`config.mk`:
```
export PLATFORM = sky130hd
export DESIGN_NAME = servo_status_packet_receiver_flat
export DESIGN_NICKNAME = d
export VERILOG_FILES = /design/src/rtl/ssp_pkg.sv /design/src/rtl/ssp_in_if.sv /design/src/rtl/ssp_out_if.sv /design/src/rtl/ssp_ctrl.sv /design/src/rtl/ssp_datapath.sv /design/src/rtl/servo_status_packet_receiver.sv /design/src/flat_wrapper.sv
export SDC_FILE = /design/constraint.sdc
export NUM_CORES = 1
export LEC_CHECK = 0
export BUFFER_PORTS_ARGS = -buffer_cell sky130_fd_sc_hd__buf_4
export CAP_MARGIN = 25
export CORE_MARGIN = 3
export CORE_UTILIZATION = 60
export CTS_CLUSTER_SIZE = 8
export DETAILED_ROUTE_END_ITERATION = 12
export HOLD_SLACK_MARGIN = 0.15
export PLACE_DENSITY = 0.78
export SLEW_MARGIN = 20
export SYNTH_ARGS = -nofsm -noshare
export SYNTH_HDL_FRONTEND = slang
export SYNTH_SLANG_ARGS = --single-unit
```
`constraint.sdc`:
```
create_clock -name clk -period 3.3 [get_ports clk]
set_input_delay 0.33 -clock clk [delete_from_list [all_inputs] [get_ports clk]]
set_output_delay 0.33 -clock clk [all_outputs]
set_load 0.02 [all_outputs]
```
`src/rtl/ssp_pkg.sv`:
```
// Shared types, constants and the CRC function of the servo status packet receiver.
package ssp_pkg;

  localparam int MAX_PARAMS = 32;
  localparam int IDX_W      = (MAX_PARAMS > 1) ? $clog2(MAX_PARAMS) : 1;
  localparam int COUNT_W    = 6;
  localparam int INDEX_W    = 5;
  localparam int ADDR_W     = 3;

  localparam logic [7:0]  HDR_BYTE0  = 8'hFF;
  localparam logic [7:0]  HDR_BYTE1  = 8'hFF;
  localparam logic [7:0]  HDR_BYTE2  = 8'hFD;
  localparam logic [7:0]  RSV_BYTE   = 8'h00;
  localparam logic [7:0]  INSTR_STAT = 8'h55;
  localparam logic [8:0]  ID_ANY     = 9'd256;
  localparam logic [15:0] LEN_MIN    = 16'd4;
  localparam logic [15:0] LEN_MAX    = 16'(MAX_PARAMS + 4);
  localparam logic [15:0] CRC_POLY   = 16'h8005;

  localparam logic REG_ID_FILTER = 1'b0;

  typedef enum logic [1:0] {
    STS_OK  = 2'd0,
    STS_CRC = 2'd1,
    STS_LEN = 2'd2
  } ssp_status_t;

  typedef enum logic [3:0] {
    ST_HDR0,
    ST_HDR1,
    ST_HDR2,
    ST_RSV,
    ST_ID,
    ST_LEN_LO,
    ST_LEN_HI,
    ST_INSTR,
    ST_ERR,
    ST_PARAM,
    ST_CRC_LO,
    ST_CRC_HI,
    ST_EMIT
  } ssp_state_t;

  typedef struct packed {
    logic crc_start;
    logic crc_upd;
    logic load_id;
    logic load_len_lo;
    logic load_len_hi;
    logic load_err;
    logic store_param;
    logic load_crc_lo;
    logic cnt_clr;
    logic cnt_inc;
    logic out_len_err;
    logic out_crc_err;
    logic out_empty;
    logic out_param;
  } ssp_cmd_t;

  typedef struct packed {
    logic byte_ff;
    logic byte_fd;
    logic byte_00;
    logic byte_55;
    logic id_ok;
    logic len_bad;
    logic n_zero;
    logic cnt_last;
    logic crc_ok;
    logic out_free;
  } ssp_sts_t;

  typedef struct packed {
    ssp_status_t          status;
    logic [7:0]           servo_id;
    logic [7:0]           error_code;
    logic [COUNT_W-1:0]   param_count;
    logic                 has_param;
    logic [INDEX_W-1:0]   param_index;
    logic [7:0]           param_byte;
    logic                 last;
  } out_item_t;

  function automatic logic [15:0] crc_add(input logic [15:0] crc, input logic [7:0] b);
    logic [15:0] c;
    c = crc ^ {b, 8'h00};
    for (int k = 0; k < 8; k++) begin
      c = c[15] ? ({c[14:0], 1'b0} ^ CRC_POLY) : {c[14:0], 1'b0};
    end
    return c;
  endfunction

endpackage

```
`src/rtl/ssp_in_if.sv`:
```
// Input channel interface carrying one received byte per word.
interface ssp_in_if;
  import ssp_pkg::*;
  logic       valid;
  logic       ready;
  logic [7:0] rx_byte;

  modport source (output valid, output rx_byte, input ready);
  modport sink (input valid, input rx_byte, output ready);
endinterface

```
`src/rtl/ssp_out_if.sv`:
```
// Result channel interface carrying one parsed packet result per word.
interface ssp_out_if;
  import ssp_pkg::*;
  logic               valid;
  logic               ready;
  logic [1:0]         status;
  logic [7:0]         servo_id;
  logic [7:0]         error_code;
  logic [COUNT_W-1:0] param_count;
  logic               has_param;
  logic [INDEX_W-1:0] param_index;
  logic [7:0]         param_byte;
  logic               last;

  modport source (output valid, output status, output servo_id, output error_code,
                  output param_count, output has_param, output param_index,
                  output param_byte, output last, input ready);
  modport sink (input valid, input status, input servo_id, input error_code,
                input param_count, input has_param, input param_index,
                input param_byte, input last, output ready);
endinterface

```
`src/rtl/ssp_ctrl.sv`:
```
// Frame parsing state machine that sequences the receiver datapath.
module ssp_ctrl (
  input  logic            clk,
  input  logic            rst_n,
  input  logic            in_valid,
  output logic            in_ready,
  input  ssp_pkg::ssp_sts_t sts,
  output ssp_pkg::ssp_cmd_t cmd
);
  import ssp_pkg::*;

  ssp_state_t state_r;
  ssp_state_t state_nxt;
  logic       acc;

  assign in_ready = (state_r != ST_EMIT) &&
                    !((state_r inside {ST_LEN_HI, ST_CRC_HI}) && !sts.out_free);
  assign acc = in_valid && in_ready;

  always_ff @(posedge clk) begin
    if (!rst_n) begin
      state_r <= ST_HDR0;
    end else begin
      state_r <= state_nxt;
    end
  end

  always_comb begin
    state_nxt = state_r;
    cmd       = '0;
    case (state_r)
      ST_HDR0: begin
        if (acc && sts.byte_ff) begin
          cmd.crc_start = 1'b1;
          cmd.crc_upd   = 1'b1;
          state_nxt     = ST_HDR1;
        end
      end
      ST_HDR1: begin
        if (acc) begin
          cmd.crc_upd = sts.byte_ff;
          state_nxt   = sts.byte_ff ? ST_HDR2 : ST_HDR0;
        end
      end
      ST_HDR2: begin
        if (acc) begin
          cmd.crc_upd = sts.byte_fd;
          state_nxt   = sts.byte_fd ? ST_RSV : ST_HDR0;
        end
      end
      ST_RSV: begin
        if (acc) begin
          cmd.crc_upd = sts.byte_00;
          state_nxt   = sts.byte_00 ? ST_ID : ST_HDR0;
        end
      end
      ST_ID: begin
        if (acc) begin
          cmd.crc_upd = sts.id_ok;
          cmd.load_id = sts.id_ok;
          state_nxt   = sts.id_ok ? ST_LEN_LO : ST_HDR0;
        end
      end
      ST_LEN_LO: begin
        if (acc) begin
          cmd.crc_upd     = 1'b1;
          cmd.load_len_lo = 1'b1;
          state_nxt       = ST_LEN_HI;
        end
      end
      ST_LEN_HI: begin
        if (acc) begin
          cmd.crc_upd = 1'b1;
          if (sts.len_bad) begin
            cmd.out_len_err = 1'b1;
            state_nxt       = ST_HDR0;
          end else begin
            cmd.load_len_hi = 1'b1;
            state_nxt       = ST_INSTR;
          end
        end
      end
      ST_INSTR: begin
        if (acc) begin
          cmd.crc_upd = sts.byte_55;
          state_nxt   = sts.byte_55 ? ST_ERR : ST_HDR0;
        end
      end
      ST_ERR: begin
        if (acc) begin
          cmd.crc_upd  = 1'b1;
          cmd.load_err = 1'b1;
          cmd.cnt_clr  = 1'b1;
          state_nxt    = sts.n_zero ? ST_CRC_LO : ST_PARAM;
        end
      end
      ST_PARAM: begin
        if (acc) begin
          cmd.crc_upd     = 1'b1;
          cmd.store_param = 1'b1;
          cmd.cnt_inc     = 1'b1;
          if (sts.cnt_last) begin
            state_nxt = ST_CRC_LO;
          end
        end
      end
      ST_CRC_LO: begin
        if (acc) begin
          cmd.load_crc_lo = 1'b1;
          state_nxt       = ST_CRC_HI;
        end
      end
      ST_CRC_HI: begin
        if (acc) begin
          cmd.cnt_clr = 1'b1;
          if (!sts.crc_ok) begin
            cmd.out_crc_err = 1'b1;
            state_nxt       = ST_HDR0;
          end else if (sts.n_zero) begin
            cmd.out_empty = 1'b1;
            state_nxt     = ST_HDR0;
          end else begin
            state_nxt = ST_EMIT;
          end
        end
      end
      ST_EMIT: begin
        if (sts.out_free) begin
          cmd.out_param = 1'b1;
          cmd.cnt_inc   = 1'b1;
          if (sts.cnt_last) begin
            state_nxt = ST_HDR0;
          end
        end
      end
      default: begin
        state_nxt = ST_HDR0;
      end
    endcase
  end

  a_emit_stall: assert property (@(posedge clk) disable iff (!rst_n)
    state_r == ST_EMIT |-> !in_ready)
    else $error("Input accepted during the result burst.");

  a_emit_end: assert property (@(posedge clk) disable iff (!rst_n)
    state_r == ST_EMIT && sts.out_free && sts.cnt_last |=> state_r == ST_HDR0)
    else $error("Result burst did not end after its last word.");

endmodule

```
`src/rtl/ssp_datapath.sv`:
```
// Receiver datapath: packet fields, running CRC, parameter store and result register.
module ssp_datapath (
  input  logic              clk,
  input  logic              rst_n,
  input  logic [7:0]        in_byte,
  input  logic [8:0]        id_filter,
  input  ssp_pkg::ssp_cmd_t cmd,
  output ssp_pkg::ssp_sts_t sts,
  ssp_out_if.source         out_ch
);
  import ssp_pkg::*;

  logic [15:0]        crc_r;
  logic [15:0]        crc_nxt;
  logic [7:0]         crc_lo_r;
  logic [7:0]         id_r;
  logic [7:0]         len_lo_r;
  logic [COUNT_W-1:0] n_r;
  logic [7:0]         err_r;
  logic [IDX_W-1:0]   cnt_r;
  logic [7:0]         param_mem_r [MAX_PARAMS];
  logic               out_valid_r;
  out_item_t          out_r;
  logic [15:0]        len16;
  logic               load_out;

  assign len16   = {in_byte, len_lo_r};
  assign crc_nxt = crc_add(cmd.crc_start ? 16'h0000 : crc_r, in_byte);
  assign load_out = cmd.out_len_err || cmd.out_crc_err || cmd.out_empty || cmd.out_param;

  always_comb begin
    sts          = '0;
    sts.byte_ff  = (in_byte == HDR_BYTE0) && (in_byte == HDR_BYTE1);
    sts.byte_fd  = (in_byte == HDR_BYTE2);
    sts.byte_00  = (in_byte == RSV_BYTE);
    sts.byte_55  = (in_byte == INSTR_STAT);
    sts.id_ok    = (id_filter == ID_ANY) || ({1'b0, in_byte} == id_filter);
    sts.len_bad  = (len16 < LEN_MIN) || (len16 > LEN_MAX);
    sts.n_zero   = (n_r == '0);
    sts.cnt_last = (COUNT_W'(cnt_r) == n_r - COUNT_W'(1));
    sts.crc_ok   = (crc_lo_r == crc_r[7:0]) && (in_byte == crc_r[15:8]);
    sts.out_free = !out_valid_r || out_ch.ready;
  end

  always_ff @(posedge clk) begin
    if (!rst_n) begin
      crc_r    <= '0;
      crc_lo_r <= '0;
      id_r     <= '0;
      len_lo_r <= '0;
      n_r      <= '0;
      err_r    <= '0;
      cnt_r    <= '0;
    end else begin
      if (cmd.crc_upd) begin
        crc_r <= crc_nxt;
      end
      if (cmd.load_crc_lo) begin
        crc_lo_r <= in_byte;
      end
      if (cmd.load_id) begin
        id_r <= in_byte;
      end
      if (cmd.load_len_lo) begin
        len_lo_r <= in_byte;
      end
      if (cmd.load_len_hi) begin
        n_r <= COUNT_W'(len16 - LEN_MIN);
      end
      if (cmd.load_err) begin
        err_r <= in_byte;
      end
      if (cmd.cnt_clr) begin
        cnt_r <= '0;
      end else if (cmd.cnt_inc) begin
        cnt_r <= cnt_r + IDX_W'(1);
      end
    end
  end

  always_ff @(posedge clk) begin
    if (cmd.store_param) begin
      param_mem_r[cnt_r] <= in_byte;
    end
  end

  always_ff @(posedge clk) begin
    if (!rst_n) begin
      out_valid_r <= 1'b0;
    end else if (load_out) begin
      out_valid_r <= 1'b1;
    end else if (out_ch.ready) begin
      out_valid_r <= 1'b0;
    end
  end

  always_ff @(posedge clk) begin
    if (load_out) begin
      out_r.servo_id    <= id_r;
      out_r.has_param   <= cmd.out_param;
      out_r.last        <= cmd.out_param ? sts.cnt_last : 1'b1;
      out_r.param_index <= cmd.out_param ? INDEX_W'(cnt_r) : '0;
      out_r.param_byte  <= cmd.out_param ? param_mem_r[cnt_r] : '0;
      out_r.error_code  <= cmd.out_len_err ? 8'h00 : err_r;
      out_r.param_count <= (cmd.out_len_err || cmd.out_empty) ? '0 : n_r;
      if (cmd.out_len_err) begin
        out_r.status <= STS_LEN;
      end else if (cmd.out_crc_err) begin
        out_r.status <= STS_CRC;
      end else begin
        out_r.status <= STS_OK;
      end
    end
  end

  assign out_ch.valid       = out_valid_r;
  assign out_ch.status      = out_r.status;
  assign out_ch.servo_id    = out_r.servo_id;
  assign out_ch.error_code  = out_r.error_code;
  assign out_ch.param_count = out_r.param_count;
  assign out_ch.has_param   = out_r.has_param;
  assign out_ch.param_index = out_r.param_index;
  assign out_ch.param_byte  = out_r.param_byte;
  assign out_ch.last        = out_r.last;

  a_nopar_last: assert property (@(posedge clk) disable iff (!rst_n)
    out_valid_r && !out_r.has_param |-> out_r.last)
    else $error("A result without a parameter is not the last of its packet.");

  a_err_nopar: assert property (@(posedge clk) disable iff (!rst_n)
    out_valid_r && out_r.status != STS_OK |-> !out_r.has_param)
    else $error("An error result carries a parameter.");

  a_par_count: assert property (@(posedge clk) disable iff (!rst_n)
    out_valid_r && out_r.has_param |-> out_r.param_count != '0)
    else $error("A parameter result reports no parameters.");

endmodule

```
`src/rtl/servo_status_packet_receiver.sv`:
```
// Top level of the servo status packet receiver with its configuration registers.
//
//  Channel   Direction  Handshake               Word
//  in_ch     sink       valid/ready             rx_byte
//  out_ch    source     valid/ready             status, IDs, counts, parameter
//  APB       slave      psel/penable, pready=1  id_filter at byte address 0
//
// One received byte is taken per cycle; a good packet with n parameters then
// sends one result per parameter through the single result register.
// Input stalls during that burst, and on the length and CRC high bytes while
// an earlier result still waits. Reset is synchronous and active low: the
// parser returns to header search and id_filter to 256 (accept any ID).
module servo_status_packet_receiver (
  input  logic                      clk,
  input  logic                      rst_n,
  ssp_in_if.sink                    in_ch,
  ssp_out_if.source                 out_ch,
  input  logic                      psel,
  input  logic                      penable,
  input  logic                      pwrite,
  input  logic [ssp_pkg::ADDR_W-1:0] paddr,
  input  logic [31:0]               pwdata,
  output logic [31:0]               prdata,
  output logic                      pready
);
  import ssp_pkg::*;

  logic [8:0] id_filter_r;
  ssp_cmd_t   cmd;
  ssp_sts_t   sts;

  assign pready = 1'b1;
  assign prdata = (paddr[2] == REG_ID_FILTER) ? 32'(id_filter_r) : 32'h0;

  always_ff @(posedge clk) begin
    if (!rst_n) begin
      id_filter_r <= ID_ANY;
    end else if (psel && penable && pwrite && pready && paddr[2] == REG_ID_FILTER) begin
      id_filter_r <= pwdata[8:0];
    end
  end

  ssp_ctrl u_ctrl (
    .clk      (clk),
    .rst_n    (rst_n),
    .in_valid (in_ch.valid),
    .in_ready (in_ch.ready),
    .sts      (sts),
    .cmd      (cmd)
  );

  ssp_datapath u_datapath (
    .clk       (clk),
    .rst_n     (rst_n),
    .in_byte   (in_ch.rx_byte),
    .id_filter (id_filter_r),
    .cmd       (cmd),
    .sts       (sts),
    .out_ch    (out_ch)
  );

endmodule
```
`src/flat_wrapper.sv`:
```
// flat-port wrapper written by rule: the top's interface ports become plain ports
module servo_status_packet_receiver_flat import ssp_pkg::*;
  (clk, rst_n, psel, penable, pwrite, paddr, pwdata, prdata, pready, in_ch_valid, in_ch_rx_byte, in_ch_ready, out_ch_valid, out_ch_status, out_ch_servo_id, out_ch_error_code, out_ch_param_count, out_ch_has_param, out_ch_param_index, out_ch_param_byte, out_ch_last, out_ch_ready);
  ssp_in_if in_ch_i ();
  ssp_out_if out_ch_i ();
  input  logic clk;
  input  logic rst_n;
  input  logic psel;
  input  logic penable;
  input  logic pwrite;
  input  logic [ssp_pkg::ADDR_W-1:0] paddr;
  input  logic [31:0] pwdata;
  output logic [31:0] prdata;
  output logic pready;
  input wire logic [$bits(in_ch_i.valid)-1:0] in_ch_valid;
  input wire logic [$bits(in_ch_i.rx_byte)-1:0] in_ch_rx_byte;
  output wire logic [$bits(in_ch_i.ready)-1:0] in_ch_ready;
  output wire logic [$bits(out_ch_i.valid)-1:0] out_ch_valid;
  output wire logic [$bits(out_ch_i.status)-1:0] out_ch_status;
  output wire logic [$bits(out_ch_i.servo_id)-1:0] out_ch_servo_id;
  output wire logic [$bits(out_ch_i.error_code)-1:0] out_ch_error_code;
  output wire logic [$bits(out_ch_i.param_count)-1:0] out_ch_param_count;
  output wire logic [$bits(out_ch_i.has_param)-1:0] out_ch_has_param;
  output wire logic [$bits(out_ch_i.param_index)-1:0] out_ch_param_index;
  output wire logic [$bits(out_ch_i.param_byte)-1:0] out_ch_param_byte;
  output wire logic [$bits(out_ch_i.last)-1:0] out_ch_last;
  input wire logic [$bits(out_ch_i.ready)-1:0] out_ch_ready;
  assign in_ch_i.valid = in_ch_valid;
  assign in_ch_i.rx_byte = in_ch_rx_byte;
  assign in_ch_ready = in_ch_i.ready;
  assign out_ch_valid = out_ch_i.valid;
  assign out_ch_status = out_ch_i.status;
  assign out_ch_servo_id = out_ch_i.servo_id;
  assign out_ch_error_code = out_ch_i.error_code;
  assign out_ch_param_count = out_ch_i.param_count;
  assign out_ch_has_param = out_ch_i.has_param;
  assign out_ch_param_index = out_ch_i.param_index;
  assign out_ch_param_byte = out_ch_i.param_byte;
  assign out_ch_last = out_ch_i.last;
  assign out_ch_i.ready = out_ch_ready;
  servo_status_packet_receiver u_core (.clk(clk), .rst_n(rst_n), .in_ch(in_ch_i), .out_ch(out_ch_i), .psel(psel), .penable(penable), .pwrite(pwrite), .paddr(paddr), .pwdata(pwdata), .prdata(prdata), .pready(pready));
endmodule
```
# Yosys cells after proc, flatten, opt, wreduce, memory -nomap -nowiden

Memory sizes are Yosys's and may differ from the RTL's. A register that Yosys moved wholly into a read port is not among the register bits.
Index checks and enable logic that the tools add are counted.
Widths: inputs -> output; s select.

Register bits: 104
Bits in writable memories: 256
Input bits: 50
Word-level logic and storage cells: 167
Memories: 1

Memories:

| name                          | words | bits a word | read ports | clocked after memory_dff | write ports | line               | text |
|---|---|---|---|---|---|---|---|
| u_core.u_datapath.param_mem_r | 32    | 8           | 1          | 1                        | 1           | ssp_datapath.sv:21 | `logic [7:0] param_mem_r [MAX_PARAMS];` |

Add/subtract/negate cells: 3
$lt $le $gt $ge: 2
Equal/unequal tests: 36
Multiplexer cells: 69
Bitwise logic cells: 11
Reduce and logical (&&, ||, !) cells: 28

Operator list:

| cell                | count |
|---|---|
| $mux 16             | 9 |
| $mux 4              | 18 |
| $pmux 4 s13         | 1 |
| $ne 2x2->1 const B  | 15 |
| $mux 1              | 28 |
| $not 3->3           | 8 |
| $eq 4x4->1 const B  | 5 |
| $eq 4x3->1 const B  | 4 |
| $eq 8x8->1          | 2 |
| $eq 8x8->1 const B  | 2 |
| $gt 16x6->1 const B | 1 |
| $lt 16x3->1 const B | 1 |
| $xor 16x16->16      | 1 |
| $reduce_and 15->1   | 1 |
| $mux 2              | 7 |
| $eq 8x9->1          | 1 |
| $eq 9x9->1 const B  | 1 |
| $mux 3              | 3 |
| $mux 9              | 1 |
| $eq 4x2->1 const B  | 2 |
| $eq 8x7->1 const B  | 1 |
| $logic_and 1x1->1   | 8 |
| $logic_not 8->1     | 1 |
| $logic_or 1x1->1    | 7 |
| 15 further kinds    | 21 |

# Logic depth before layout (Yosys ltp)

Gate-level depths: netlist of run 1.

Word-level depth: 28
Gate-level depth with buffers: 10
Depth with buffers taken out: 9

# Hierarchy

Synthesis of run 1 repeated with hierarchy kept, for this count alone.

Cell total of the unflattened synthesis: 1,035
Area total of the unflattened synthesis: 15,628.7 um^2

Modules (own cells, without submodules):

| module                       | instances | cells each | area an instance (um^2) |
|---|---|---|---|
| ssp_datapath                 | 1         | 866        | 14,363.8 |
| servo_status_packet_receiver | 1         | 75         | 639.4 |
| ssp_ctrl                     | 1         | 94         | 625.6 |

# Least setup slack after synthesis of run 1

OpenSTA, ideal clock, no wires.

Path kind: input port to flip-flop
Start: in in_ch_rx_byte[0]
End: reg, netlist name u_core.u_datapath.out_ch.error_code[0]
Setup time: 631 ps
Arrival time: 2,447 ps
Data required time: 2,669 ps
Slack: 222 ps
Stages on the path: 7
Buffers on the path: 1
Cells stage by stage: buf_1 > xnor2_1 > nand4_1 > nor4_1 > nand2_1 > nand2b_1 > nand3_1

Word-level cells in the longest chain between the ends: 8
Elaborated cells on any way between the ends: 15
Those cells by class: order compare: 2; eq/ne: 1; mux: 7; reduce/logical: 5

RTL lines:

| item                                                  | line                                   | text |
|---|---|---|
| from (decl)                                           | flat_wrapper.sv:16                     | `input wire logic [$bits(in_ch_i.rx_byte)-1:0] in_ch_rx_byte;` |
| $lt 16x3->1 (tied with other cells)                   | ssp_datapath.sv:38                     | `sts.len_bad = (len16 < LEN_MIN) \|\| (len16 > LEN_MAX);` |
| $logic_or 1x1->1 or $logic_and 1x1->1 (tied branches) | ssp_datapath.sv:38, ssp_datapath.sv:41 |  |
| $mux 1 (on tied branches)                             | ssp_ctrl.sv:74, ssp_ctrl.sv:116        |  |
| $mux 1 or $mux 2 (tied branches)                      | ssp_ctrl.sv:72, ssp_ctrl.sv:114        |  |
| $mux 1 or $mux 2 (tied branches)                      | ssp_ctrl.sv:31                         | `case (state_r)` |
| $logic_or 1x1->1                                      | ssp_datapath.sv:29                     | `assign load_out = cmd.out_len_err \|\| cmd.out_crc_err \|\| cmd.out_empty \|\| cmd.out_param;` |
| $logic_or 1x1->1 * (2 in a row)                       | ssp_datapath.sv:29                     |  |
| named net u_core.u_datapath.load_out                  | ssp_datapath.sv:25                     | `logic load_out;` |

The timed path passes the listed nets; every way through them passes the cells marked *.
A chain may end at the register's enable or synchronous reset.

# Final worst setup path of run 1

Start: reg u_core.u_ctrl.state_r[3]
End: reg, netlist name u_core.u_datapath.out_ch.param_byte[2]

Word-level cells in the longest chain between the ends: 11
Elaborated cells on any way between the ends: 18
Those cells by class: eq/ne: 4; mux: 5; reduce/logical: 9

RTL lines:

| item                                     | line                            | text |
|---|---|---|
| from (decl)                              | ssp_ctrl.sv:12                  | `ssp_state_t state_r;` |
| from (signal assigned)                   | ssp_ctrl.sv:24                  | `state_r <= state_nxt;` |
| $eq 4x3->1 or $eq 4x4->1 (tied branches) | ssp_ctrl.sv:17, ssp_ctrl.sv:31  |  |
| $reduce_bool 2->1                        | ssp_ctrl.sv:17                  | `!((state_r inside {ST_LEN_HI, ST_CRC_HI}) && !sts.out_free);` |
| $logic_and 1x1->1                        | ssp_ctrl.sv:17                  |  |
| $logic_not 1->1                          | ssp_ctrl.sv:17                  |  |
| $logic_and 1x1->1                        | ssp_ctrl.sv:16                  | `assign in_ready = (state_r != ST_EMIT) &&` |
| $logic_and 1x1->1                        | ssp_ctrl.sv:18                  | `assign acc = in_valid && in_ready;` |
| $mux 1 or $mux 2 (tied branches)         | ssp_ctrl.sv:72, ssp_ctrl.sv:114 |  |
| $mux 1 or $mux 2 (tied branches)         | ssp_ctrl.sv:31                  |  |
| $logic_or 1x1->1 (2 in a row)            | ssp_datapath.sv:29              |  |
| $logic_or 1x1->1 *                       | ssp_datapath.sv:29              |  |
| named net u_core.u_datapath.load_out     | ssp_datapath.sv:25              |  |

Marks and branches as above.

==> impl_metrics.env, run 1 <==
export IMPL_seq_area_frac_synth=0.6675
export IMPL_antenna_found_initial=1
export IMPL_final_cell_mix="edfxtp_1 (295), buf_4 (143), nor2_1 (113)"
export IMPL_ys_ff_latch=368
export IMPL_htreeDepth=2
export IMPL_synth_simple_area_share=0.09315
export IMPL_synthAdderAreaFrac=0.005665
export IMPL_holdWs_ns=0.1747
export IMPL_r2r_start="u_core.u_ctrl.state_r[3]$_SDFFE_PN0P_"
export IMPL_clockBufferDepth=3
export IMPL_period_needed_ns=2.646
export IMPL_nets=1245
export IMPL_slew_limit_headroom=0.3253
export IMPL_finalHoldViolations=0
export IMPL_synth_top_family_by_area="multiplexers"
export IMPL_drcViolationCount=0
export IMPL_worstMarginPinSlew_ns=1.007
export IMPL_async_flop_share=0
export IMPL_grt_pass1_vias=9528
export IMPL_r2r_slack_ns=0.65
export IMPL_synthFlopType="edfxtp_1"
export IMPL_cts_setup_buffers=0
export IMPL_wire_per_inst_um=23.23
export IMPL_synth_edf_count=295
export IMPL_final_period_utilization=0.8017
export IMPL_synth_cells=1037
export IMPL_mostFrequentLayoutCell="edfxtp_1"
export IMPL_r2r_cells=7
export IMPL_vdd_drop_max_mv=0.4347
export IMPL_worstHoldPathCells=3
export IMPL_crit_path_start_kind="register"
export IMPL_reg2reg_to="u_core.u_datapath.out_ch.param_byte[2]$_SDFFCE_PN0P_"
export IMPL_arrival_ns=2.88
export IMPL_dieArea_mm2=0.02773
export IMPL_synth_compound_area_frac=0.04750
export IMPL_hold_path_class="input pin to register"
export IMPL_maxSlewViolCount=0
export IMPL_synth_xor_area_frac=0.02994
export IMPL_p_per_area_mw_per_mm2=563.5
export IMPL_endpoint_kind="register"
export IMPL_place_port_buffers=74
export IMPL_clk_latency_ns=0.56
export IMPL_grt_remaining_overflow=0
export IMPL_vias=9426
export IMPL_skew_ns=0.02285
export IMPL_grt_pass1_wl_mm=54.79
export IMPL_synth_warning_count=0
export IMPL_initialDrtViolationCount=969
export IMPL_cap_violations=0
export IMPL_setup_tns_final_ns=0
export IMPL_p_leak_nw=6.286
export IMPL_cts_made_buffers=51
export IMPL_coreArea_mm2=0.02525
export IMPL_layout_cells_non_filler=1536
export IMPL_avgSynthCellArea_um2=14.91
export IMPL_via_per_inst=6.137
export IMPL_syn_cell_area_mm2=0.01546
export IMPL_cp_required_ns=3.54
export IMPL_die_h_um=166.5
export IMPL_cts_root_buf="clkbuf_16"
export IMPL_criticalPathCategory="register to register"
export IMPL_initial_core_util=0.6122
export IMPL_ant_nets=0
export IMPL_holdBufCountCts=14
export IMPL_post_cts_resized=0
export IMPL_hold_start="out_ch_ready"
export IMPL_synth_cell_types=61
export IMPL_track_usage=0.2551
export IMPL_rsz0062_at_grt="false"
export IMPL_cts_sinks=368
export IMPL_syn2layout_area_growth_pct=17.81
export IMPL_dpl_cell_area_mm2=0.01665
export IMPL_synthMuxAreaShare=0.1205
export IMPL_die_w_um=166.5
export IMPL_routed_wl_mm=35.69
export IMPL_cp_max_fo=39
export IMPL_antenna_cells=0
export IMPL_fmax_mhz=378.0
export IMPL_min_to="u_core.u_datapath.out_ch.valid$_SDFFE_PN0P_"
export IMPL_place_congestion=0.8972
export IMPL_place_inst=1449
export IMPL_status="finished clean"
export IMPL_drt_first_pass_iters=5
export IMPL_clk_pin_slew_ns=0.06
export IMPL_cts_tree="yes"
export IMPL_drive_gt1_frac=0.2355
export IMPL_stdcell_area_mm2=0.01822
export IMPL_grt_max_degree=63
export IMPL_rows=58
export IMPL_setup_viol=0
export IMPL_io_pins=124
export IMPL_dp_hpwl_mm=21.52
-- metal layers --
| layer | track usage | up-vias | routed length (um) |
|---|---|---|---|
| met2 | 0.4134 | 465 | 17590 |
| met5 | 0 | - | 0 |
| met1 | 0.3497 | 4728 | 13910 |
| met4 | 0.1001 | 0 | 1220 |
| li1 | - | 4147 | - |
| met3 | 0.04747 | 86 | 2968 |
-- final cells by class --
type	count	area, um2
flip-flops and latches	368	10320
clock inverters	3	55.05
well taps	330	412.9
repair buffers	161	1294
inverters	28	105.1
multi-input cells	578	4683
fillers	1517	7039
clock buffers	68	1340
-- synth_stat cells, drive strengths merged, types with 9 or more instances --
master  count  share of area
nor2      113          0.027
and2       20         0.0081
nor3       11         0.0042
dfxtp      73          0.095
a31oi      17         0.0077
edfxtp    295           0.57
inv        28         0.0068
a22oi       9         0.0044
a21oi      31          0.010
nand3b     11         0.0053
mux2i      41          0.027
mux4       64          0.093
clkbuf     37         0.0090
xnor2      38          0.022
buf        48          0.020
nand4      10         0.0040
nor2b      25          0.010
nand2b     14         0.0057
o22ai      10         0.0040
nand2      41          0.010
-- worst max-delay path by stage --
| stage | startpoint | slack (ns) | depth (start not counted) | to |
|---|---|---|---|---|
| after floorplan | in_ch_rx_byte[0] | 0.22 | 7 | u_core.u_datapath.out_ch.error_code[0]$_SDFFCE_PP0P_ |
| after global placement | in_ch_rx_byte[0] | 0.58 | 8 | u_core.u_ctrl.state_r[1]$_SDFFE_PN0P_ |
| after detailed placement | in_ch_rx_byte[0] | 0.58 | 8 | u_core.u_ctrl.state_r[1]$_SDFFE_PN0P_ |
| after CTS | in_ch_rx_byte[2] | 0.72 | 9 | u_core.u_ctrl.state_r[1]$_SDFFE_PN0P_ |
| after global routing | u_core.u_ctrl.state_r[3]$_SDFFE_PN0P_ | 0.54 | 7 | u_core.u_datapath.out_ch.param_byte[4]$_SDFFCE_PN0P_ |
| final | u_core.u_ctrl.state_r[3]$_SDFFE_PN0P_ | 0.65 | 7 | u_core.u_datapath.out_ch.param_byte[2]$_SDFFCE_PN0P_ |
-- power by group --
part / internal [W] / switching (W) / leakage, nW / total, W
sequential: 0.00504 / 0.0000464 / 3.29 / 0.00509
combinational: 0.000226 / 0.000335 / 2.33 / 0.000561
clock: 0.00279 / 0.00183 / 0.671 / 0.00462
total: 0.00806 / 0.00221 / 6.29 / 0.0103
-- cells by family after synthesis --
logic type / after synthesis
flops: 368
simple gates: 284
buf+inv: 113
compound gates: 109
mux: 106
xor+xnor: 48
fa+ha+maj: 7
other cells: 2
-- registers in the layout (all words and copies together), names as in the netlist, 4 cells and up --
signal	count
u_core.u_datapath.n_r	6
u_core.u_datapath.out_ch.param_byte	8
u_core.u_datapath.out_ch.param_count	6
u_core.u_datapath.err_r	8
u_core.u_datapath.id_r	8
u_core.u_datapath.crc_r	16
u_core.u_datapath.out_ch.servo_id	8
u_core.u_datapath.len_lo_r	8
u_core.u_datapath.crc_lo_r	8
u_core.u_datapath.out_ch.param_index	5
u_core.u_datapath.cnt_r	5
u_core.u_datapath.param_mem_r	256
u_core.u_ctrl.state_r	4
u_core.id_filter_r	9
u_core.u_datapath.out_ch.error_code	8
-- worst max-delay path, cell delays in order (launching register included) --
cell      delay, ns
dfxtp_1        0.64
nor3b_1        0.17
o21a_1         0.24
nor3_1         0.41
nand4_1        0.26
nand2b_1       0.22
nand3_2        0.13
buf_12         0.24
-- stage by stage --
step,setup WS [ns],power (W),util
6_report,0.6543,0.01026,0.7213
5_1_grt,0.5359,0.01057,0.7213
4_1_cts,0.7170,0.01030,0.7202
3_5_place_dp,0.5765,0.005706,0.6594
3_3_place_gp,0.5791,0.005697,0.6594
2_1_floorplan,0.2220,0.005551,-
Power figures use the tool's default switching activity.
==> inputs of run 2 (changes only) <==
- ABC_AREA: unset -> 1
- CORE_UTILIZATION: 60 -> 54
- PLACE_DENSITY: 0.78 -> 0.74
- clock period: 3.3 -> 2.2 ns (I/O delays scaled with it)
==> impl_metrics.env, run 2 <==
export IMPL_dieArea_mm2=0.03113
export IMPL_pre_cts_ws_ns=-0.2413
export IMPL_fillers=2009
export IMPL_final_period_utilization=0.9698
export IMPL_reg_top3="u_core.u_datapath.param_mem_r x256, u_core.u_datapath.crc_r x16, u_core.id_filter_r x9"
export IMPL_criticalPathCategory="register to register"
export IMPL_coreArea_mm2=0.02824
export IMPL_cap_violations=0
export IMPL_seq_area_frac_synth=0.6579
export IMPL_antenna_found_initial=1
export IMPL_synth_warning_count=0
export IMPL_cts_sinks=368
export IMPL_place_congestion=0.8866
export IMPL_syn2layout_area_growth_pct=24.31
export IMPL_clk_pin_slew_ns=0.05
export IMPL_r2r_slack_ns=0.07
export IMPL_mostFrequentLayoutCell="edfxtp_1"
export IMPL_endpoint_kind="register"
export IMPL_slowest_delay_ns=0.38
export IMPL_syn_cell_area_mm2=0.01569
export IMPL_wire_per_inst_um=19.41
export IMPL_clk_latency_ns=0.54
export IMPL_routed_wl_mm=40.05
export IMPL_hold_start="in_ch_rx_byte[7]"
export IMPL_arrival_ns=2.37
export IMPL_maxSlewViolCount=0
export IMPL_io_pins=124
export IMPL_grt_pass1_vias=11310
export IMPL_p_clk_frac=0.469
export IMPL_period_needed_ns=2.134
export IMPL_power_switching_w=0.003164
export IMPL_drt_first_pass_iters=6
export IMPL_skew_ns=0.01130
export IMPL_via_per_inst=5.700
export IMPL_synth_cells=1441
export IMPL_fin_util=0.6904
export IMPL_place_port_buffers=74
export IMPL_synth_cell_types=50
export IMPL_nets=1701
export IMPL_finalHoldViolations=0
export IMPL_seq_area_mm2=0.01034
export IMPL_r2r_cells=12
export IMPL_final_cell_mix="edfxtp_1 (295), nor2_1 (222), buf_4 (181)"
export IMPL_multi_input_area_mm2=0.004668
export IMPL_clockBufferDepth=3
export IMPL_setup_tns_final_ns=0
export IMPL_grt_pass1_wl_mm=60.97
export IMPL_die_h_um=176.4
export IMPL_r2r_start="u_core.u_ctrl.state_r[1]$_SDFFE_PN0P_"
export IMPL_synth_largest_area_cell="edfxtp_1"
export IMPL_crit_path_start_kind="register"
export IMPL_largest_register="u_core.u_datapath.param_mem_r"
export IMPL_grt_max_degree=108
export IMPL_cp_max_fo=8
export IMPL_grt_remaining_overflow=0
export IMPL_ys_ff_latch=368
export IMPL_drcViolationCount=0
export IMPL_path_cells="inv_6 -> nor2_8 -> nand2_4 -> nand2_2 -> nand2_4 -> nand3_4 -> nor2_4 -> buf_4 -> nand2_1 -> buf_4 -> nor2_1 -> buf_4"
export IMPL_p_leak_nw=7.182
export IMPL_cts_made_buffers=51
export IMPL_async_flop_share=0
export IMPL_p_per_area_mw_per_mm2=788.2
export IMPL_pwr_share_comb=0.040
export IMPL_die_w_um=176.4
export IMPL_critical_path_slowest_cell="dfxtp_4"
export IMPL_largest_register_ffs=256
export IMPL_htreeDepth=2
export IMPL_vias=11770
export IMPL_crit_top_cell="buf_4"
export IMPL_setup_viol=0
export IMPL_power_total_w=0.01537
export IMPL_yosysMostFrequentCell="edfxtp_1"
export IMPL_worstHoldPathCells=2
export IMPL_yosys_top_cells_count="edfxtp_1 (295), nor2_1 (245), o21ai_0 (175), inv_1 (109), nand2_1 (89)"
export IMPL_vdd_drop_max_mv=0.5712
export IMPL_synth_edf_count=295
export IMPL_cp_required_ns=2.44
export IMPL_timing_final_ws_setup_ns=0.06645
export IMPL_status="finished clean"
export IMPL_synthFlopType="edfxtp_1"
export IMPL_drive_gt1_frac=0.2172
export IMPL_worstMarginPinSlew_ns=0.6143
export IMPL_ant_nets=0
export IMPL_avgSynthCellArea_um2=10.88
export IMPL_p_sw_frac=0.2059
export IMPL_min_to="u_core.u_datapath.param_mem_r[3][7]$_DFFE_PP_"
export IMPL_fmax_mhz=468.7
export IMPL_reg2reg_to="u_core.u_datapath.param_mem_r[7][3]$_DFFE_PP_"
export IMPL_cts_tree="yes"
export IMPL_slew_limit_headroom=0.5900
export IMPL_cts_root_buf="clkbuf_16"
export IMPL_hold_path_class="input pin to register"
export IMPL_track_usage=0.2511
export IMPL_yosys_top_cells_area="edfxtp_1 (56%), dfxtp_1 (9.3%), nor2_1 (5.9%)"
export IMPL_initialDrtViolationCount=1293
export IMPL_dp_hpwl_mm=24.60
export IMPL_rows=61
export IMPL_seqPwrFrac=0.491
export IMPL_synth_top_area_share=0.5648
export IMPL_initial_core_util=0.5554
export IMPL_internal_power_w=0.01220
[run 2: cell count changes after synthesis, moves of 28 or more]
cell,change
o21ai_0,+167
nor2_1,+132
inv_1,+83
mux4_2,-64
o22ai_1,+62
nand2_1,+48
mux2i_1,-41
a21oi_1,+35
nand3_1,+28
[run 2: final cells by class]
type	instances	area share
inverters	118	0.02323
flip-flops and latches	368	0.5304
clock buffers	94	0.07592
repair buffers	229	0.1067
diodes	1	0.0001283
well taps	378	0.02426
multi-input cells	876	0.2394
[run 2: what timing repair did]
item,4_1_cts,5_1_grt
resized for setup,5,44
endpoints found under the setup margin,293,121
pin swaps,0,12
cloned,0,2
hold buffers,22,0
setup buffers,0,16
endpoints found under the hold margin,44,0
[run 2: per-layer routing]
metal / vias up / GRT usage / share of wire
met4: 0 / 0.08576 / 0.027
met2: 562 / 0.4111 / 0.49
li1: 5482 / - / -
met3: 77 / 0.04172 / 0.079
met5: - / 0 / 0
met1: 5644 / 0.3442 / 0.41
[run 2: cells by family (layout without fill, tap and decap cells)]
kind of cell | count (synthesis) | in the layout | synth area share
AND/OR/NAND/NOR | 467 | 468 | 0.1353
flip-flops | 368 | 368 | 0.6579
AO/OA/AOI/OAI | 357 | 357 | 0.1269
buffers and inverters | 220 | 441 | 0.06262
XOR/XNOR | 20 | 20 | 0.01117
adder cells (fa/ha/maj) | 7 | 7 | 0.005584
other | 2 | 25 | 0.0004788
[run 2: worst max path at each step]
stage                                                                 endpoint                                  start  depth (start not counted)  slack (ns)
after floorplan           u_core.u_datapath.out_ch.error_code[0]$_SDFFCE_PP0P_                       in_ch_rx_byte[4]                          9       -0.80
after CTS                       u_core.u_datapath.out_ch.servo_id[6]$_DFFE_PP_                       in_ch_rx_byte[3]                         11       0.009
after global routing                     u_core.u_ctrl.state_r[0]$_SDFFE_PN0P_  u_core.u_datapath.n_r[0]$_SDFFE_PN0P_                         11       -0.05
final                            u_core.u_datapath.param_mem_r[7][3]$_DFFE_PP_  u_core.u_ctrl.state_r[1]$_SDFFE_PN0P_                         12        0.07
after detailed placement         u_core.u_datapath.param_mem_r[5][6]$_DFFE_PP_  u_core.u_ctrl.state_r[0]$_SDFFE_PN0P_                         10       -0.24
after global placement           u_core.u_datapath.param_mem_r[5][4]$_DFFE_PP_  u_core.u_ctrl.state_r[0]$_SDFFE_PN0P_                         10       -0.22
[run 2: power groups by stage]
stage / clock network (W) / logic, W / registers (W)
final: 0.00721 / 0.000615 / 0.00755
after global routing: 0.00759 / 0.000663 / 0.00754
after CTS: 0.00729 / 0.000560 / 0.00755
after detailed placement: 0 / 0.000523 / 0.00768
after global placement: 0 / 0.000511 / 0.00768
after floorplan: 0 / 0.000334 / 0.00768
[run 2: stage by stage]
step	hold slack [ns]	instances	instance area [um2]
floorplan	0.3189	1463	15880
global placement	0.4145	1929	17450
detailed placement	0.4117	1929	17450
CTS	0.1759	2045	19160
global route	0.1871	2064	19500
finish	0.1976	2064	19500
[run 2: critical path: cells and delay by family (launching register included)]
family / cells / cell delay [ns]
simple gates: 8 / 0.83
buf+inv: 4 / 0.61
flops: 1 / 0.38
==> inputs of run 3 (changes only) <==
- CORE_UTILIZATION: 54 -> 60
- PLACE_DENSITY: 0.74 -> 0.78
- clock period: 2.2 -> 2.5 ns (I/O delays scaled with it)
==> impl_metrics.env, run 3 (synthesis results as in run 2) <==
export IMPL_slew_limit_headroom=0.6206
export IMPL_reg2reg_to="u_core.u_datapath.out_ch.param_index[1]$_SDFFCE_PN0P_"
export IMPL_slowest_delay_ns=0.53
export IMPL_place_congestion=0.9322
export IMPL_hold_start="rst_n"
export IMPL_arrival_ns=2.55
export IMPL_setup_viol=0
export IMPL_finalHoldViolations=0
export IMPL_crit_top_cell="nand4_1"
export IMPL_clk_pin_slew_ns=0.05
export IMPL_crit_family="simple AND/OR/NAND/NOR gates"
export IMPL_ant_nets=0
export IMPL_min_to="u_core.id_filter_r[3]$_SDFFE_PN0P_"
export IMPL_worstMarginPinSlew_ns=0.5685
export IMPL_endpoint_kind="register"
export IMPL_largest_register_ffs=256
export IMPL_via_per_inst=5.920
export IMPL_reg_top3="u_core.u_datapath.param_mem_r x256, u_core.u_datapath.crc_r x16, u_core.id_filter_r x9"
export IMPL_cts_root_buf="clkbuf_16"
export IMPL_die_w_um=167.7
export IMPL_drt_first_pass_iters=6
export IMPL_hold_path_class="input pin to register"
export IMPL_r2r_cells=11
export IMPL_dieArea_mm2=0.02812
export IMPL_coreArea_mm2=0.02547
export IMPL_cap_violations=0
export IMPL_crit_buf_inv=4
export IMPL_p_leak_nw=6.781
export IMPL_grt_pass1_wl_mm=59.60
export IMPL_power_total_w=0.01320
export IMPL_p_per_area_mw_per_mm2=713.3
export IMPL_vias=11450
export IMPL_holdWs_ns=0.2010
export IMPL_mostFrequentLayoutCell="edfxtp_1"
export IMPL_r2r_start="u_core.u_ctrl.state_r[0]$_SDFFE_PN0P_"
export IMPL_wire_per_inst_um=19.50
export IMPL_fmax_mhz=430.7
export IMPL_syn2layout_area_growth_pct=17.96
export IMPL_nets=1642
export IMPL_antenna_cells=0
export IMPL_critical_path_slowest_cell="dlygate4sd3_1"
export IMPL_skew_ns=0.01102
export IMPL_drive_gt1_frac=0.1677
export IMPL_grt_pass1_vias=11140
export IMPL_htreeDepth=2
export IMPL_routed_wl_mm=37.71
export IMPL_clk_latency_ns=0.55
export IMPL_cts_made_buffers=51
export IMPL_place_port_buffers=74
export IMPL_grt_remaining_overflow=0
export IMPL_r2r_slack_ns=0.30
export IMPL_maxSlewViolCount=0
export IMPL_largest_register="u_core.u_datapath.param_mem_r"
export IMPL_final_period_utilization=0.9287
export IMPL_io_pins=124
export IMPL_setup_tns_final_ns=0
export IMPL_track_usage=0.2664
export IMPL_rsz0062_at_grt="false"
export IMPL_initial_core_util=0.6158
export IMPL_path_cells="dlygate4sd3_1 -> buf_4 -> inv_4 -> nor2_1 -> nor2_1 -> nand4_1 -> nor4_1 -> and2_1 -> nand4_1 -> nand4_1 -> buf_12"
export IMPL_period_needed_ns=2.322
export IMPL_cts_sinks=368
export IMPL_antenna_found_initial=0
export IMPL_status="finished clean"
export IMPL_initialDrtViolationCount=1360
export IMPL_dp_hpwl_mm=24.09
export IMPL_cp_max_fo=40
export IMPL_vdd_drop_max_mv=0.7999
export IMPL_grt_max_degree=74
export IMPL_clockBufferDepth=3
export IMPL_crit_path_start_kind="input pin"
export IMPL_cts_tree="yes"
export IMPL_criticalPathCategory="input pin to register"
export IMPL_die_h_um=167.7
export IMPL_rows=58
export IMPL_cp_required_ns=2.72
export IMPL_drcViolationCount=0
export IMPL_worstHoldPathCells=3
export IMPL_final_cell_mix="edfxtp_1 (295), nor2_1 (244), o21ai_0 (175)"
[run 3: repair_timing]
action | 4_1_cts | 5_1_grt
hold buffers | 20 | 0
resized for setup | 0 | 6
setup endpoints to repair | 0 | 159
endpoints found under the hold margin | 27 | 0
buffers inserted | 0 | 0
[run 3: area by class of cell]
cell class	instances	area [um2]
Clock inverter	2	25.02
Tap cell	330	412.9
Timing Repair Buffer	171	1396
Clock buffer	70	1369
Sequential cell	368	10330
Multi-Input combinational cell	875	4522
Fill cell	1673	6969
Inverter	118	449.2
[run 3: metal layers]
| layer | global-route usage | up-vias | wire length (um) |
|---|---|---|---|
| met5 | 0 | - | 0 |
| met4 | 0.08218 | 0 | 1034 |
| met3 | 0.04226 | 92 | 3264 |
| met2 | 0.4422 | 562 | 18360 |
| met1 | 0.3670 | 5453 | 15060 |
| li1 | - | 5342 | - |
[run 3: worst max-delay path by stage]
stage / startpoint / endpoint / cells past startpoint / slack [ns]
finish: in_ch_rx_byte[4] / u_core.u_datapath.out_ch.param_index[1]$_SDFFCE_PN0P_ / 11 / 0.18
global placement: u_core.u_ctrl.state_r[0]$_SDFFE_PN0P_ / u_core.u_datapath.param_mem_r[28][1]$_DFFE_PP_ / 10 / 0.14
global route: in_ch_rx_byte[7] / u_core.u_datapath.crc_r[15]$_SDFFE_PN0P_ / 19 / 0.001
detailed placement: u_core.u_ctrl.state_r[0]$_SDFFE_PN0P_ / u_core.u_datapath.param_mem_r[25][3]$_DFFE_PP_ / 10 / 0.09
CTS: u_core.u_ctrl.state_r[0]$_SDFFE_PN0P_ / u_core.u_datapath.param_mem_r[25][6]$_DFFE_PP_ / 10 / 0.06
floorplan: in_ch_rx_byte[4] / u_core.u_datapath.out_ch.error_code[0]$_SDFFCE_PP0P_ / 9 / -0.53
[run 3: metrics by stage]
| stage | cell area, um2 | worst slack, ns | util | instances |
|---|---|---|---|---|
| finish | 18500 | 0.1784 | 0.7264 | 1934 |
| CTS | 18480 | 0.06041 | 0.7255 | 1934 |
| global route | 18500 | 0.0009921 | 0.7264 | 1934 |
| detailed placement | 16890 | 0.08517 | 0.6629 | 1842 |
| global placement | 16890 | 0.1438 | 0.6629 | 1842 |
| floorplan | 15830 | -0.5275 | - | 1463 |
[run 3: power breakdown]
| part | internal, W | total (W) | switching (W) |
|---|---|---|---|
| clock | 0.00373 | 0.00607 | 0.00234 |
| sequential | 0.00663 | 0.00665 | 0.0000214 |
| combinational | 0.000150 | 0.000475 | 0.000325 |
[run 3: tightest hold or removal path: cells and delay by family]
kind,cells,cell delay [ns]
buffers and inverters,1,0.26
AO/OA/AOI/OAI,2,0.18
